**config.mk**
```make
export PLATFORM = sky130hd
export DESIGN_NAME = linear_probe_hash_table_unit
export DESIGN_NICKNAME = d
export VERILOG_FILES = /design/src/hdl/lph_pkg.sv /design/src/hdl/lph_hash.sv /design/src/hdl/linear_probe_hash_table_unit.sv
export SDC_FILE = /design/constraint.sdc
export NUM_CORES = 1
export LEC_CHECK = 0
export BUFFER_PORTS_ARGS = -buffer_cell sky130_fd_sc_hd__buf_2
export CORE_UTILIZATION = 54
export CTS_CLUSTER_DIAMETER = 40
export DETAILED_ROUTE_END_ITERATION = 7
export PLACE_DENSITY = 0.67
export SLEW_MARGIN = 20
export SYNTH_ARGS = -nofsm -noshare
export SYNTH_HDL_FRONTEND = slang
export SYNTH_SLANG_ARGS = --single-unit
```
**constraint.sdc**
```tcl
create_clock -name clk_i -period 7.6 [get_ports clk_i]
set_input_delay 0.38 -clock clk_i [delete_from_list [all_inputs] [get_ports clk_i]]
set_output_delay 0.38 -clock clk_i [all_outputs]
set_load 0.05 [all_outputs]
```
**src/hdl/lph_pkg.sv**
```systemverilog
// Shared types and constants for the linear probing hash table unit.
package lph_pkg;

  localparam int unsigned SLOTS_DEF     = 16;
  localparam int unsigned KEY_BYTES_DEF = 8;
  localparam int unsigned KEY_MAX_BYTES = 8;
  localparam int unsigned VALUE_W       = 16;
  localparam int unsigned SLOT_OUT_W    = 4;

  typedef enum logic [1:0] {
    CMD_INSERT = 2'd0,
    CMD_LOOKUP = 2'd1,
    CMD_DELETE = 2'd2
  } cmd_e;

  typedef enum logic [1:0] {
    SLOT_EMPTY   = 2'd0,
    SLOT_USED    = 2'd1,
    SLOT_DELETED = 2'd2
  } slot_state_e;

  typedef struct packed {
    logic [1:0]                 command;
    logic [8*KEY_MAX_BYTES-1:0] key;
    logic [VALUE_W-1:0]         value;
  } lph_in_t;

  typedef struct packed {
    logic                  ok;
    logic [VALUE_W-1:0]    found_value;
    logic [SLOT_OUT_W-1:0] slot;
  } lph_out_t;

endpackage

```
**src/hdl/lph_hash.sv**
```systemverilog
// Serial key hash: h = ((h + c) * c) mod SLOTS, one character at a time through multiply, quotient and reduce steps.
module lph_hash #(
  parameter int unsigned SLOTS     = lph_pkg::SLOTS_DEF,
  parameter int unsigned KEY_BYTES = lph_pkg::KEY_BYTES_DEF
) (
  input  logic                       clk_i,
  input  logic                       rst_ni,
  input  logic                       start_i,
  input  logic [8*KEY_BYTES-1:0]     key_i,
  output logic                       done_o,
  output logic [$clog2(SLOTS)-1:0]   hash_o
);
  import lph_pkg::*;

  localparam int unsigned IDX_W = $clog2(SLOTS);
  localparam int unsigned KEY_W = 8 * KEY_BYTES;
  localparam int unsigned SUM_W = ((IDX_W > 8) ? IDX_W : 8) + 1;
  localparam int unsigned X_W   = SUM_W + 8;
  localparam int unsigned K_W   = X_W + IDX_W;
  localparam int unsigned P_W   = X_W + K_W;
  localparam logic [K_W-1:0] RECIP = K_W'((64'd1 << K_W) / SLOTS);

  typedef enum logic [3:0] {
    HS_IDLE = 4'b0001,
    HS_MUL  = 4'b0010,
    HS_QUO  = 4'b0100,
    HS_MOD  = 4'b1000
  } hash_state_e;

  hash_state_e      hs_q, hs_d;
  logic [KEY_W-1:0] key_q;
  logic [IDX_W-1:0] h_q;
  logic [X_W-1:0]   x_q;
  logic [X_W-1:0]   q_q;

  logic [7:0]       chr;
  logic [SUM_W-1:0] sum;
  logic [X_W-1:0]   x_next;
  logic [P_W-1:0]   prod;
  logic [X_W-1:0]   qs;
  logic [X_W-1:0]   rem;
  logic [IDX_W-1:0] h_red;

  assign chr    = key_q[7:0];
  assign sum    = SUM_W'(h_q) + SUM_W'(chr);
  assign x_next = X_W'(sum) * X_W'(chr);
  assign prod   = P_W'(x_q) * P_W'(RECIP);
  assign qs     = q_q * X_W'(SLOTS);
  assign rem    = x_q - qs;
  assign h_red  = (rem >= X_W'(SLOTS)) ? IDX_W'(rem - X_W'(SLOTS)) : IDX_W'(rem);

  assign done_o = (hs_q == HS_MUL) && (chr == 8'd0);
  assign hash_o = h_q;

  always_comb begin
    hs_d = hs_q;
    unique case (hs_q)
      HS_IDLE: if (start_i) hs_d = HS_MUL;
      HS_MUL:  hs_d = (chr == 8'd0) ? HS_IDLE : HS_QUO;
      HS_QUO:  hs_d = HS_MOD;
      HS_MOD:  hs_d = HS_MUL;
      default: hs_d = HS_IDLE;
    endcase
  end

  always_ff @(posedge clk_i or negedge rst_ni) begin
    if (!rst_ni) begin
      hs_q <= HS_IDLE;
    end else begin
      hs_q <= hs_d;
    end
  end

  always_ff @(posedge clk_i) begin
    if (hs_q == HS_IDLE && start_i) begin
      key_q <= key_i;
      h_q   <= '0;
    end
    if (hs_q == HS_MUL && chr != 8'd0) begin
      x_q   <= x_next;
      key_q <= key_q >> 8;
    end
    if (hs_q == HS_QUO) begin
      q_q <= prod[K_W +: X_W];
    end
    if (hs_q == HS_MOD) begin
      h_q <= h_red;
    end
  end

  hash_done_in_mul: assert property (@(posedge clk_i) disable iff (!rst_ni)
    done_o |-> hs_q == HS_MUL)
    else $error("hash done outside multiply step");

  hash_start_idle: assert property (@(posedge clk_i) disable iff (!rst_ni)
    (hs_q == HS_IDLE && start_i) |=> hs_q == HS_MUL)
    else $error("hash did not start");

  hash_mod_follows_quo: assert property (@(posedge clk_i) disable iff (!rst_ni)
    hs_q == HS_MOD |-> $past(hs_q) == HS_QUO)
    else $error("hash reduction out of order");

endmodule

```
**src/hdl/linear_probe_hash_table_unit.sv**
```systemverilog
// Linear probing hash table unit: top level with the slot memory and probe control.
//
// Open-addressing table of SLOTS entries with tombstones, kept in synchronous
// slot memories (status, key, value) with a registered read. After reset the unit
// runs a clearing pass over every slot of the status store and accepts no item
// until it ends. Each command is then taken one at a time: the key is hashed
// serially one character at a time, and the probe then reads one slot per cycle
// while the output register is free, so the serial hash and the probe loop
// together set the rate, and no new item is accepted until the current command
// has finished its probe. A finished result waits in the output register while
// the next item is accepted.
module linear_probe_hash_table_unit #(
  parameter int unsigned SLOTS     = lph_pkg::SLOTS_DEF,
  parameter int unsigned KEY_BYTES = lph_pkg::KEY_BYTES_DEF
) (
  input  logic              clk_i,
  input  logic              rst_ni,
  input  logic              in_valid_i,
  output logic              in_ready_o,
  input  lph_pkg::lph_in_t  in_data_i,
  output logic              out_valid_o,
  input  logic              out_ready_i,
  output lph_pkg::lph_out_t out_data_o
);
  import lph_pkg::*;

  localparam int unsigned IDX_W = $clog2(SLOTS);
  localparam int unsigned KEY_W = 8 * KEY_BYTES;

  typedef enum logic [3:0] {
    STATE_CLEAR = 4'b0001,
    STATE_IDLE  = 4'b0010,
    STATE_HASH  = 4'b0100,
    STATE_PROBE = 4'b1000
  } state_e;

  state_e             state_q, state_d;
  logic [IDX_W-1:0]   clr_q, clr_d;
  logic [IDX_W-1:0]   idx_q, idx_d;
  logic [IDX_W-1:0]   cnt_q, cnt_d;
  logic [1:0]         cmd_q;
  logic [KEY_W-1:0]   key_q;
  logic [VALUE_W-1:0] val_q;
  logic               out_valid_q, out_valid_d;
  lph_out_t           out_q, out_d;

  logic [1:0]         status_mem [SLOTS];
  logic [KEY_W-1:0]   key_mem    [SLOTS];
  logic [VALUE_W-1:0] value_mem  [SLOTS];
  logic [1:0]         rd_status_q;
  logic [KEY_W-1:0]   rd_key_q;
  logic [VALUE_W-1:0] rd_value_q;

  logic [IDX_W-1:0]   rd_addr;
  logic [IDX_W-1:0]   wr_addr;
  logic               st_we;
  logic [1:0]         st_wdata;
  logic               ent_we;

  logic [KEY_W-1:0]   key_trim;
  logic               alive;
  logic               in_fire;
  logic               hash_done;
  logic [IDX_W-1:0]   hash_val;

  logic               out_free;
  logic               is_ins;
  logic               is_srch;
  logic               last;
  logic               hit_ins;
  logic               hit_srch;
  logic               stop;
  logic               ok;
  logic [IDX_W-1:0]   idx_next;
  logic [IDX_W+3:0]   slot_ext;

  assign in_ready_o  = (state_q == STATE_IDLE);
  assign in_fire     = in_valid_i && in_ready_o;
  assign out_valid_o = out_valid_q;
  assign out_data_o  = out_q;

  always_comb begin
    key_trim = '0;
    alive    = 1'b1;
    for (int i = 0; i < KEY_BYTES; i++) begin
      alive = alive && (in_data_i.key[8*i +: 8] != 8'd0);
      if (alive) key_trim[8*i +: 8] = in_data_i.key[8*i +: 8];
    end
  end

  lph_hash #(
    .SLOTS     (SLOTS),
    .KEY_BYTES (KEY_BYTES)
  ) u_hash (
    .clk_i   (clk_i),
    .rst_ni  (rst_ni),
    .start_i (in_fire),
    .key_i   (key_trim),
    .done_o  (hash_done),
    .hash_o  (hash_val)
  );

  assign out_free = !out_valid_q || out_ready_i;
  assign is_ins   = (cmd_q == CMD_INSERT);
  assign is_srch  = (cmd_q == CMD_LOOKUP) || (cmd_q == CMD_DELETE);
  assign last     = (cnt_q == IDX_W'(SLOTS - 1));
  assign hit_ins  = is_ins && (rd_status_q != SLOT_USED);
  assign hit_srch = is_srch && (rd_status_q == SLOT_USED) && (rd_key_q == key_q);
  assign ok       = hit_ins || hit_srch;
  assign stop     = !(is_ins || is_srch) || ok || last
                    || (is_srch && rd_status_q == SLOT_EMPTY);
  assign idx_next = (idx_q == IDX_W'(SLOTS - 1)) ? '0 : idx_q + 1'b1;
  assign slot_ext = (IDX_W + 4)'(idx_q);

  always_comb begin
    state_d     = state_q;
    clr_d       = clr_q;
    idx_d       = idx_q;
    cnt_d       = cnt_q;
    out_valid_d = out_valid_q && !out_ready_i;
    out_d       = out_q;
    rd_addr     = idx_q;
    wr_addr     = idx_q;
    st_we       = 1'b0;
    st_wdata    = SLOT_EMPTY;
    ent_we      = 1'b0;
    unique case (state_q)
      STATE_CLEAR: begin
        wr_addr = clr_q;
        st_we   = 1'b1;
        clr_d   = clr_q + 1'b1;
        if (clr_q == IDX_W'(SLOTS - 1)) state_d = STATE_IDLE;
      end
      STATE_IDLE: begin
        if (in_fire) state_d = STATE_HASH;
      end
      STATE_HASH: begin
        rd_addr = hash_val;
        if (hash_done) begin
          idx_d   = hash_val;
          cnt_d   = '0;
          state_d = STATE_PROBE;
        end
      end
      STATE_PROBE: begin
        if (out_free) begin
          if (stop) begin
            out_valid_d       = 1'b1;
            out_d.ok          = ok;
            out_d.found_value = hit_srch ? rd_value_q : '0;
            out_d.slot        = ok ? slot_ext[3:0] : '0;
            st_we             = hit_ins || (hit_srch && cmd_q == CMD_DELETE);
            st_wdata          = hit_ins ? SLOT_USED : SLOT_DELETED;
            ent_we            = hit_ins;
            state_d           = STATE_IDLE;
          end else begin
            rd_addr = idx_next;
            idx_d   = idx_next;
            cnt_d   = cnt_q + 1'b1;
          end
        end
      end
      default: state_d = STATE_CLEAR;
    endcase
  end

  always_ff @(posedge clk_i or negedge rst_ni) begin
    if (!rst_ni) begin
      state_q     <= STATE_CLEAR;
      clr_q       <= '0;
      out_valid_q <= 1'b0;
    end else begin
      state_q     <= state_d;
      clr_q       <= clr_d;
      out_valid_q <= out_valid_d;
    end
  end

  always_ff @(posedge clk_i) begin
    idx_q <= idx_d;
    cnt_q <= cnt_d;
    out_q <= out_d;
    if (in_fire) begin
      cmd_q <= in_data_i.command;
      key_q <= key_trim;
      val_q <= in_data_i.value;
    end
  end

  always_ff @(posedge clk_i) begin
    if (st_we) status_mem[wr_addr] <= st_wdata;
    if (ent_we) begin
      key_mem[wr_addr]   <= key_q;
      value_mem[wr_addr] <= val_q;
    end
    rd_status_q <= status_mem[rd_addr];
    rd_key_q    <= key_mem[rd_addr];
    rd_value_q  <= value_mem[rd_addr];
  end

  result_from_probe: assert property (@(posedge clk_i) disable iff (!rst_ni)
    $rose(out_valid_o) |-> $past(state_q) == STATE_PROBE)
    else $error("result loaded outside probe");

  miss_fields_zero: assert property (@(posedge clk_i) disable iff (!rst_ni)
    (out_valid_o && !out_data_o.ok) |-> (out_data_o.slot == '0
      && out_data_o.found_value == '0))
    else $error("miss carries nonzero fields");

  write_when_allowed: assert property (@(posedge clk_i) disable iff (!rst_ni)
    (st_we || ent_we) |-> (state_q == STATE_CLEAR || state_q == STATE_PROBE))
    else $error("slot memory written outside clear or probe");

  accept_starts_hash: assert property (@(posedge clk_i) disable iff (!rst_ni)
    in_fire |=> state_q == STATE_HASH)
    else $error("accepted item did not start hashing");

endmodule

```
== Yosys cells after proc, flatten, opt, wreduce, memory -nomap -nowiden ==
Memories as Yosys holds them, arrays and structs flattened. A register that Yosys moved wholly into a read port is not among the register bits.
Index checks and enable logic that the tools add are counted.

* $add $sub $neg: 6
* Multiply operators: 1
* Order comparisons: 1
* Equal/unequal tests: 23
* Muxes and demuxes: 50
* Reduce and logical (&&, ||, !) cells: 47

{| class="wikitable"
|+ Operators by type and width
! kind !! number
|-
| $mux 56 || 2
|-
| $reduce_bool 8->1 || 9
|-
| $mux 4 || 17
|-
| $eq 64x64->1 || 1
|-
| $mux 8 || 8
|-
| $pmux 4 s4 || 2
|-
| $pmux 4 s2 || 3
|-
| $eq 4x4->1 const B || 5
|-
| $ge 17x5->1 const B || 1
|-
| $logic_and 1x1->1 || 17
|-
| $mul 9x8->17 || 1
|-
| $sub 17x17->17 || 1
|-
| $add 4x1->4 const B || 3
|-
| $mux 1 || 12
|-
| $ne 2x2->1 const B || 5
|-
| $add 4x8->9 || 1
|-
| $eq 4x1->1 const B || 2
|-
| $eq 4x2->1 const B || 2
|-
| $eq 4x3->1 const B || 2
|-
| $logic_not 8->1 || 1
|-
| $logic_or 1x1->1 || 8
|-
| $mux 2 || 4
|-
| $ne 2x1->1 const B || 3
|-
| $reduce_bool 2->1 || 3
|-
| other kinds (11) || 15
|}

* Bits in registers: 222
* Bits in writable memories: 1312
* Bits of input ports: 86
* Word-level logic and storage cells: 148
* Memories: 3

{| class="wikitable"
|+ Memory list
! memory !! depth !! width !! rd ports !! clocked after Yosys merged registers in !! wr ports !! line !! text
|-
| key_mem || 16 || 64 || 1 || 1 || 1 || linear_probe_hash_table_unit.sv:48 || <nowiki>logic [KEY_W-1:0] key_mem [SLOTS];</nowiki>
|-
| value_mem || 16 || 16 || 1 || 1 || 1 || linear_probe_hash_table_unit.sv:49 || <nowiki>logic [VALUE_W-1:0] value_mem [SLOTS];</nowiki>
|-
| status_mem || 16 || 2 || 1 || 1 || 1 || linear_probe_hash_table_unit.sv:47 || <nowiki>logic [1:0] status_mem [SLOTS];</nowiki>
|}

== Longest topological paths before layout ==
* Word-level depth: 13
* Depth in mapped cells: 15
* Gate-level depth less buffers: 13

== Cells and area by module ==
A second synthesis with hierarchy kept.

* Cells, all modules: 4133
* Area total of the unflattened synthesis: 62571.3 µm²

{| class="wikitable"
|+ By module, submodules not included
! module !! instances !! cells each !! area each (µm²)
|-
| linear_probe_hash_table_unit || 1 || 3923 || 59042.9
|-
| lph_hash || 1 || 210 || 3528.4
|}

== Least setup slack after synthesis ==
Ideal clock, no wire load.

* Path kind: register -> register
* Start: register state_q[3]
* End: register u_hash.key_q[0] (enable)
* Library setup time: 0.415 ns
* Arrival time: 6.562 ns
* Data required time: 7.185 ns
* Path slack: 0.623 ns
* Stages on the path, launching flop included: 8
* Path buffers: 2
* Period minus slack after synthesis: 6.977 ns
* Path through: dfrtp_1 nor4b_1 and2_1 nand3_1 or2_2 clkbuf_1 clkbuf_1 nand2_1

* Cells in the longest elaborated chain, start to end: 4

{| class="wikitable"
|+ Ends and longest elaborated chain
! element !! line !! text
|-
| start, declared || linear_probe_hash_table_unit.sv:37 || <nowiki>state_e state_q, state_d;</nowiki>
|-
| start signal, assigned || linear_probe_hash_table_unit.sv:173 || <nowiki>state_q <= state_d;</nowiki>
|-
| $eq 4x2->1 || linear_probe_hash_table_unit.sv:77 || <nowiki>assign in_ready_o = (state_q == STATE_IDLE);</nowiki>
|-
| named net in_ready_o || linear_probe_hash_table_unit.sv:19 || <nowiki>output logic in_ready_o,</nowiki>
|-
| $logic_and 1x1->1 || linear_probe_hash_table_unit.sv:78 || <nowiki>assign in_fire = in_valid_i && in_ready_o;</nowiki>
|-
| named net in_fire || linear_probe_hash_table_unit.sv:62 || <nowiki>logic in_fire;</nowiki>
|-
| $logic_and 1x1->1 || lph_hash.sv:75 || <nowiki>if (hs_q == HS_IDLE && start_i) begin</nowiki>
|-
| $reduce_bool 2->1 (no source line) || n/a ||
|-
| end signal, assigned || lph_hash.sv:76 || <nowiki>key_q <= key_i;</nowiki>
|-
| end signal, assigned || lph_hash.sv:81 || <nowiki>key_q <= key_q >> 8;</nowiki>
|-
| end, declared || lph_hash.sv:31 || <nowiki>logic [KEY_W-1:0] key_q;</nowiki>
|}

The timed path passes the listed nets, and every way through them passes these cells.
A chain may end at the register's enable or synchronous reset.

== Final worst setup path ==
* Start: register key_q[51]
* End: register rd_key_q[40], read port of key_mem

* Cells in the longest elaborated chain, start to end: 9

{| class="wikitable"
|+ Ends and longest elaborated chain
! element !! line !! text
|-
| start, declared || linear_probe_hash_table_unit.sv:42 || <nowiki>logic [KEY_W-1:0] key_q;</nowiki>
|-
| start signal, assigned || linear_probe_hash_table_unit.sv:185 || <nowiki>key_q <= key_trim;</nowiki>
|-
| $eq 64x64->1 || linear_probe_hash_table_unit.sv:108 || <nowiki>assign hit_srch = is_srch && (rd_status_q == SLOT_USED) && (rd_key_q == key_q);</nowiki>
|-
| $logic_and 1x1->1 || linear_probe_hash_table_unit.sv:108 ||
|-
| $logic_or 1x1->1 || linear_probe_hash_table_unit.sv:109 || <nowiki>assign ok = hit_ins || hit_srch;</nowiki>
|-
| $logic_or 1x1->1 (2 in a row) || linear_probe_hash_table_unit.sv:110 || <nowiki>assign stop = !(is_ins || is_srch) || ok || last</nowiki>
|-
| $logic_or 1x1->1 || linear_probe_hash_table_unit.sv:111 || <nowiki>|| (is_srch && rd_status_q == SLOT_EMPTY);</nowiki>
|-
| $mux 4 (2 in a row) || n/a ||
|-
| $pmux 4 s2 || linear_probe_hash_table_unit.sv:127 || <nowiki>unique case (state_q)</nowiki>
|-
| end, declared || linear_probe_hash_table_unit.sv:51 || <nowiki>logic [KEY_W-1:0] rd_key_q;</nowiki>
|}

No other way between the ends.

==> out/metrics.cfg <==
[status]
status=completed

[run]
max-cap-violations=0

[die]
die_h_um=336
io_pins=109
start_util=0.545
core_region_area_sq_mm=0.111
fp.dieW_um=336
rows=122
die_area_sq_mm=0.113

[power]
ir_drop_uv=238
p_per_area_mw_per_mm2=285
power_leakage_nw=24.6

[final_layout]
drive_gt1_frac=0.146
nNetsFinal=3768
area_growth_pct=15.8

[synth]
synthFlopType=edfxtp_1
synth_edf_count=1487
synth_cell_type_count=55
ys_seq_elements=1590
synth_adder_area_share=0.00323
synthMuxAreaShare=0.116
ys_top_cells_by_area=edfxtp_1 (74%), mux2i_1 (11%), o22ai_1 (3.4%), dfxtp_1 (3.0%), or4_1 (1.0%)
synth_most_common_cell=edfxtp_1
synth_nets=3510
yosysTopAreaCellShare=0.739
synth_top_family_by_area=multiplexers
yosysWarnings=0
synth_area_per_cell_sq_um=17.7
yosysTopAreaCell=edfxtp_1
synth_xor_xnor_area_share=0.00884
synth-simple-area-share=0.0439
synth_compound_area_frac=0.0409
synthArstFlopShare=0.00818
synth_cells=3409
synth_area_sq_mm=0.0604
yosysSeqAreaShare=0.774
ys_top_cells_by_count=edfxtp_1 (1487), mux2i_1 (649), o22ai_1 (324), clkbuf_1 (136), dfxtp_1 (90)

[worst_hold_path]
holdPathEnd=key_q[27]
hp-class=primary input to register
min_from=in_data_i[43]
hold_depth=2

[worst_setup_path]
path_cells=xnor2_1 > nand3_1 > or4b_2 > or4_1 > a222oi_1 > nand2_4 > nor2_1 > nand2_8 > o22ai_1 > or4_1
reg2reg_depth=10
r2r_start=key_q[51]
cpPeakStageDelay_ps=740
cp_top_family=simple AND/OR/NAND/NOR gates
path_max_fanout=81
worstSetupStartpointType=register
crit_path_frequent_cell=or4_1
cp_slowest_cell=nor2_1
path_buf_inv=0
worstPathRequired_ps=8310
critPathKind=register to register
end_kind=register
r2r_setup_slack_ps=1720
crit_start=key_q[51]
timing.rr.end=rd_key_q[40]
worst_ep_arrival_time_ps=6590

[detailed_routing]
ant_nets=0
vias=33200
dr.pass1.iters=8
wl_per_cell_um=29.3
avgViaCountPerCell=6.25
wirelength_mm=156
drt_iter0_drc=3730
drc=0

[grt]
grt-ovfl-total=0
grt_pass1_vias=32900
grt_start_max_net_pins=107
grt_util_all_layers=0.276
antenna_found_initial=1
grt_pass1_wl_mm=223

[clock_network]
postCtsSetupRepairBufs=0
cts_sinks=1590
clockBufferDepth=3
clk_pin_slew_ps=60
cts_buffers=177
cts_tree=done
cts_root_buffer=clkbuf_16
htree_num_levels=4
insertion_delay_ps=780

[timing]
max_freq_mhz=170
fin_ws_ps=1720
relSlewSlack=0.237
rsz0062_at_grt=false
final_max_slew_viol_count=0
layout_min_cycle_time_ps=5880
setup_violations=0
worstMarginPinSlew_ps=1140
fin_setup_tns_ps=0
fin_crit_sh=0.773
fin_skew_ps=35.5
hold_viol_final=0

[place]
place_ws_ps=1740
globalplace.congestion=0.861
dp.final_hpwl_mm=80.3
port_buffers=108

worst register-to-register path, cell delays in order, from the launching register on:
cell	delay (ps)
edfxtp_1	600
xnor2_1	560
nand3_1	120
or4b_2	640
or4_1	680
a222oi_1	640
nand2_4	440
nor2_1	740
nand2_8	740
o22ai_1	510
or4_1	160
registers in the layout, indices dropped and copies added (netlist names), 16 cells and up:
| register | cells |
|---|---|
| rd_value_q | 16 |
| u_hash.key_q | 64 |
| out_data_o | 21 |
| key_mem | 1024 |
| status_mem | 32 |
| value_mem | 256 |
| rd_key_q | 64 |
| key_q | 64 |
| val_q | 16 |
worst max path at each step:
stage,cells past startpoint,end
2_1_floorplan,7,u_hash.key_q[0]
3_3_place_gp,10,rd_key_q[32]
3_5_place_dp,10,rd_key_q[53]
4_1_cts,10,rd_key_q[59]
5_1_grt,10,rd_key_q[46]
6_report,10,rd_key_q[40]
layer usage:
metal / up-vias / global-route usage / routed length [um]
met3: 314 / 0.0474 / 13100
met5: - / 0 / 0
li1: 14200 / - / -
met4: 0 / 0.0939 / 4610
met1: 17100 / 0.389 / 64300
met2: 1647 / 0.440 / 73600
layout make-up:
cell class	instances	area [sq um]
Sequential cell	1590	46800
Fill cell	7709	40800
Multi-Input combinational cell	1626	13200
Clock buffer	213	4810
Timing Repair Buffer	244	1900
Tap cell	1488	1860
Clock inverter	117	1340
Inverter	28	106
Antenna cell	3	7.51
layout by cell type, fill, tap and decap left out, types with 7 or more instances in the layout:
cell,count
clkbuf_8,14
clkinv_4,11
nor2b_1,10
mux2i_1,649
clkinv_2,19
bufinv_16,22
edfxtp_1,1487
dfxtp_1,90
o21ai_0,15
nand3_1,21
and2_1,72
nand4_1,28
buf_12,14
xor2_1,20
buf_4,55
nor2_1,39
nor4_1,27
clkbuf_1,17
nand2b_1,42
dlygate4sd3_1,67
or4_1,83
nor2_4,17
xnor2_1,41
buf_2,108
ha_1,14
dfrtp_1,11
a21oi_1,7
clkbuf_16,182
nor3_1,8
nand2_1,82
clkinvlp_4,24
o22ai_1,324
o2111ai_1,7
inv_1,26
clkinv_1,20
mux2_2,48
inv_6,14
nor4b_1,7
cell families (layout without fill, tap and decap cells):
group | Yosys count | count (layout)
xor gates and xnor gates | 61 | 61
AOI/OAI and AO/OA | 388 | 388
and+or+nand+nor | 465 | 465
muxes | 697 | 697
buffers and inverters | 193 | 602
other | 0 | 3
DFF | 1590 | 1590
adders and majority gates | 15 | 15
timing repair:
| action | in CTS | in global routing |
|---|---|---|
| setup endpoints to repair | 0 | 0 |
| endpoints found under the hold margin | 89 | 0 |
| gates resized for setup | 0 | 0 |
| hold buffers | 67 | 0 |
where the power goes:
part           internal, mW  switching (mW)  total, mW
sequential             9.77           0.211       9.99
combinational         0.410           0.717       1.13
clock                  5.31            3.50       8.82
total                  15.5            4.43       19.9
stage by stage:
step                       util  cells  hold slack (ps)  instance area [sq um]  power (mW)
after floorplan               -   3409             84.4                  60400        10.7
after global placement    0.570   4909              274                  63100        11.2
after detailed placement  0.570   4909              284                  63100        11.3
after CTS                 0.631   5306             3.68                  70000        20.0
after global routing      0.631   5306             28.1                  70000        20.5
final                     0.631   5309             22.0                  70000        19.9
No activity file was read; power rests on OpenSTA's default activity.
